### config.mk
export PLATFORM = sky130hd
export DESIGN_NAME = rds_mac
export DESIGN_NICKNAME = d
export VERILOG_FILES = /design/src/rtl/core/rds_pkg.sv /design/src/rtl/core/rds_mac.sv
export SDC_FILE = /design/constraint.sdc
export NUM_CORES = 2
export LEC_CHECK = 0
export BUFFER_PORTS_ARGS = -buffer_cell sky130_fd_sc_hd__buf_4
export CORE_ASPECT_RATIO = 1.75
export CORE_MARGIN = 5
export CORE_UTILIZATION = 46
export CTS_CLUSTER_DIAMETER = 50
export CTS_CLUSTER_SIZE = 20
export DETAILED_ROUTE_END_ITERATION = 12
export PLACE_DENSITY = 0.74
export RECOVER_POWER = 25
export SLEW_MARGIN = 10
export SYNTH_ARGS = -nofsm -noshare
export SYNTH_HDL_FRONTEND = slang
export SYNTH_SLANG_ARGS = --single-unit
export TNS_END_PERCENT = 1
### constraint.sdc
create_clock -name clk -period 3.2 [get_ports clk]
set_input_delay 0.16 -clock clk [delete_from_list [all_inputs] [get_ports clk]]
set_output_delay 0.16 -clock clk [all_outputs]
set_load 0.02 [all_outputs]
### src/rtl/core/rds_pkg.sv
`default_nettype none
package rds_pkg;

	// sine table geometry, depth is a power of two
	localparam int TABLE_DEPTH = 128;
	localparam int ADDR_W      = $clog2(TABLE_DEPTH);
	localparam int IDX_W       = 7;

	// slice count range and start entry slots
	localparam int MIN_SLICES = 3;
	localparam int MAX_SLICES = 11;
	localparam int NUM_SLOTS  = MAX_SLICES - MIN_SLICES + 1;
	localparam int SLOT_W     = (NUM_SLOTS > 1) ? $clog2(NUM_SLOTS) : 1;

	// vertex components: position x, y, z then texture s, t
	localparam int          NUM_COMP   = 5;
	localparam logic [2:0]  COMP_LAST  = 3'(NUM_COMP);
	localparam logic [2:0]  COMP_TEX_S = 3'd3;

	localparam logic [1:0] OP_LOAD_ENTRY = 2'd0;
	localparam logic [1:0] OP_LOAD_START = 2'd1;
	localparam logic [1:0] OP_EXPAND     = 2'd2;

	typedef logic [ADDR_W-1:0] addr_t;

	typedef struct packed {
		logic signed [31:0] x;
		logic signed [31:0] y;
		logic signed [31:0] z;
	} entry_t;

	// tag that travels with a product through the multiply stage
	typedef struct packed {
		logic       vld;
		logic [2:0] comp;
	} mac_tag_t;

	function automatic addr_t wrap_index(input logic [IDX_W-1:0] idx);
		localparam int IW = (ADDR_W > IDX_W) ? ADDR_W : IDX_W;
		logic [IW-1:0] t;
		t = IW'(idx);
		return t[ADDR_W-1:0];
	endfunction

	function automatic logic [3:0] clamp_slices(input logic [3:0] n);
		logic [3:0] r;
		r = n;
		if (n < 4'(MIN_SLICES))
			r = 4'(MIN_SLICES);
		if (n > 4'(MAX_SLICES))
			r = 4'(MAX_SLICES);
		return r;
	endfunction

endpackage
`default_nettype wire

### src/rtl/core/rds_mac.sv
`default_nettype none
module rds_mac (
	input  wire logic               clk,
	input  wire logic               arst_n,
	input  wire rds_pkg::mac_tag_t  issue,
	input  wire logic signed [31:0] op_a,
	input  wire logic signed [31:0] op_b,
	input  wire logic signed [31:0] base,
	output rds_pkg::mac_tag_t       tag_s1,
	output logic signed [31:0]      result
);
	import rds_pkg::*;

	mac_tag_t           tag_q_s1;
	logic signed [63:0] prod_s1;
	logic signed [48:0] sum;

	always_ff @(posedge clk or negedge arst_n) begin
		if (!arst_n) begin
			tag_q_s1 <= '0;
		end else begin
			tag_q_s1 <= issue;
		end
	end

	always_ff @(posedge clk) begin
		if (issue.vld)
			prod_s1 <= op_a * op_b;
	end

	// floor of product / 65536 is the arithmetic shift, then one saturation
	assign sum = {{17{base[31]}}, base} + {prod_s1[63], prod_s1[63:16]};

	always_comb begin
		if (sum[48:31] == '0 || sum[48:31] == '1)
			result = sum[31:0];
		else if (sum[48])
			result = 32'sh8000_0000;
		else
			result = 32'sh7fff_ffff;
	end

	assign tag_s1 = tag_q_s1;

endmodule
`default_nettype wire

; After elaboration in Yosys (flattened, before gate mapping)
; Cells that the tools add are included.
[totals]
input_bits = 102
out_inout_bits = 36
reg_bits = 68
[classes]
mul = 1
muxes = 2
n_reduce_logical = 2
eq_ne = 1
addsub = 1
[ops]
columns = cell, count
row1 = $mul A32 B32 Y64, 1
row2 = $mux W32, 2
row3 = $add A32 B48 Y49, 1
row4 = $eq A18 B18 Y1 const B, 1
row5 = $logic_not A18 Y1, 1
row6 = $logic_or A1 B1 Y1, 1

; Logic depth before layout (Yosys ltp)
[depth]
depth_word = 4
ltp_mapped = 29
ltp_nobuf = 27

; Worst setup path after synthesis
; Ideal clock, no wire load.
[synth_path]
path_type = input to register
startpoint = input op_b[2]
endpoint = register prod_s1[63], data pin
n_path_buf = 1
cell_stages = 25
path_slack_ns = -4.389
t_arrival_ns = 7.328
path_cell_list = clkbuf_1 -> nand2_1 -> inv_1 -> fa_1 -> fa_1 -> fa_1 -> inv_1 -> fa_1 -> inv_1 -> fa_1 -> fa_1 -> inv_1 -> fa_1 -> fa_1 -> inv_1 -> ha_1 -> a21o_1 -> a21o_1 -> a21oi_1 -> nand3_1 -> o21ai_1 -> o221a_2 -> nor4b_1 -> a211oi_1 -> xnor2_1
[synth_via]
elab_chain_cells = 1
[synth_rtl]
columns = element, line
row1 = "start, declared", rds_mac.sv:7  ; input wire logic signed [31:0] op_b,
row2 = $mul A32 B32 Y64, rds_mac.sv:28  ; prod_s1 <= op_a * op_b;
row3 = "end signal, assigned", rds_mac.sv:28
row4 = "end, declared", rds_mac.sv:15  ; logic signed [63:0] prod_s1;
; Every way passes these cells.
; A chain may end at the register's enable or synchronous reset.

; Final worst setup path
[layout_path]
startpoint = input op_a[31]
endpoint = register prod_s1[63], data pin
[layout_via]
elab_chain_cells = 1
[layout_rtl]
columns = element, line
row1 = "start, declared", rds_mac.sv:6  ; input wire logic signed [31:0] op_a,
row2 = $mul A32 B32 Y64, rds_mac.sv:28
; Every way passes these cells.

==> qor.txt <==
most frequent cells in the layout: fa_1, inv_1, buf_4
Port Buffers: 137
via count: 32974
critical path arrival: 7.24 ns
HP Class: in2async
final hold violations: 0
iteration-0 DRC count of the detailed router: 1657
layout cells sized above 1: 19.5%
Ports: 138
Setup WS pre-CTS: -4.47 ns
H-tree lvl count: 2
Worst Path Required: 3.24 ns
Max Slew Vio Count: 50
CTS tree: built
WP buf/inv: 4
RSZ-0062 raised after global routing: yes
residual overflow from global routing: 0
number of flops mapped to enable cells by yosys: 48
Crit path depth: 25
failing checks: capacitance limit, slew limit, setup timing
top achievable clock speed: 139 MHz
unique cell type count in the Yosys netlist: 76
Layout Nets: 6357
clk sinks: 52
Starting Density: 46.4%
synthesized instance count: 4383
Final HPWL DP: 110000 um
Antenna Nets Post-Route: 0
die area: 0.0954 mm2
final wirelength: 124000 um
die span in x: 236 um
Top Metal Used: met5
status: finished, violations left
# rows: 144
CTS Root Cell: clkbuf_16
MaxCap Viol Count: 1
met1 wire length: 34900 um
nature of the critical path startpoint: input pin
DRT Pass-1 Iters: 5
CP Launch Point: op_a[31]
syn_area_per_cell: 9.35 um2
met3 wire len: 4190 um
fin crit share: 225%
Vias/cell: 5.39
most frequent CP cell: fa_1
GRT Total Usage: 26.1%
final worst setup slack: -4.00 ns
RD Place Congestion: 0.980
Final min period: 7.20 ns
Chip Height: 405 um
Syn Std Cell Area: 0.0410 mm2
crit path max fanout: 7
DRC viols: 0
Net Count, Synth: 5795
Worst setup EP type: flip-flop
clock buffer depth: 2
slowest CP cell: fa_1
first-pass GRT wire length: 194000 um
Area Growth Syn to Fin: 19.0%
Top FF cell, synth: edfxtp_1
critical path's largest stage delay: 0.58 ns
sequential area share after synthesis: 3.76%
TritonCTS Buffers: 5
Synthesis Warnings: 0
clock-pin slew on the worst setup and hold paths: 0.06 ns
leading cell type in the layout, fill and taps excluded: fa_1
pin count of the biggest net entering global routing: 50
routed wl met2: 67900 um
asr flop ratio synth: 7.69%
delay-heaviest family, CP: adder cells
CP endpoint: prod_s1[63]
Core Area: 0.0883 mm2
max-slew headroom at the worst pin: -71.9%
initial antenna violation count: 8
actual slew at the worst max-slew pin: 2.58 ns
DR WL/cell: 20.2 um
WS Path Type: in2reg
vias in the first global route: 37843
Seq cells post-synth: 52
final setup vio count: 79
-- through the flow --
stage                     std cells  instance area (um2)  TNS, ns  hold WS, ns  utilization (%)
after CTS                      6113                48400  -200.44        0.187             54.9
final                          6118                48800  -199.88        0.219             55.2
after global placement         6095                47800  -218.14      -0.0439             54.2
after floorplan                4383                41200  -168.13       -0.136                -
after detailed placement       6095                47800  -220.77      -0.0419             54.2
after global routing           6116                48800  -218.44        0.253             55.2
-- repair_timing --
item                       4_1_cts  5_1_grt
buffers inserted                 6        1
hold buffers                     4        0
resized for setup              109       73
setup endpoints to repair       80       79
hold endpoints to repair         7        0
pin swaps                       32       46
-- flip-flops by register name, indices dropped and copies added, names as in the netlist --
name,cells
tag_s1,4
prod_s1,48
-- final cells by class --
type	instances	area (um2)
fill	7615	39500
multi-input combinational	3126	35500
timing repair buffer	786	6420
inverter	974	3660
sequential	52	1540
tap	1168	1460
clock buffer	5	125
clock inverter	3	21.3
antenna	4	10.0
-- routing by layer --
layer,up-vias,GRT usage (%)
li1,14165,-
met4,2,26.7
met5,-,0
met2,1204,49.1
met3,721,2.29
met1,16882,23.4
-- how the worst min path moves through the flow --
stage | start | end | slack [ns] | cells past startpoint
after detailed placement | arst_n | tag_s1[2] | -0.04 | 1
after floorplan | arst_n | tag_s1[0] | -0.14 | 0
final | arst_n | tag_s1[2] | 0.22 | 2
after global routing | arst_n | tag_s1[2] | 0.25 | 2
after CTS | arst_n | tag_s1[2] | 0.19 | 2
after global placement | arst_n | tag_s1[0] | -0.04 | 1
-- cell families (layout without fill, tap and decap cells) --
group,after synthesis,after routing,synth area share (%)
xor+xnor,96,96,2.05
simple gates,1344,1344,17.0
mux,1,1,0.0244
compound gates,375,375,6.22
other cells,0,4,0
buf+inv,1205,1768,11.1
flops,52,52,3.76
fa+ha+maj,1310,1310,59.8
-- cells in the mapped netlist, types with 6 or more instances --
master	n	area share, %
a211oi_1	12	0.22
a21boi_0	7	0.13
a21o_1	44	0.81
a21oi_1	103	1.3
a221oi_1	9	0.19
a311o_1	32	0.78
a31oi_1	16	0.24
and2_1	514	7.8
and3_1	10	0.15
buf_2	14	0.17
clkbuf_1	212	1.9
edfxtp_1	48	3.5
fa_1	1082	53
ha_1	228	7.0
inv_1	974	8.9
nand2_1	550	5.0
nand2b_1	13	0.20
nand3_1	33	0.40
nand4_1	28	0.43
nor2_1	93	0.85
nor2b_1	8	0.12
nor3_1	26	0.32
nor3b_2	26	0.79
nor4_1	7	0.11
o211ai_1	6	0.11
o21a_1	21	0.38
o21ai_0	59	0.72
o21ai_1	6	0.073
o21bai_1	12	0.22
o31ai_1	9	0.16
or3_1	7	0.11
xnor2_1	65	1.4
xor2_1	31	0.66
Power is not shown: default switching activity piles up to over one toggle a cycle in this logic, so the estimate is an artifact.
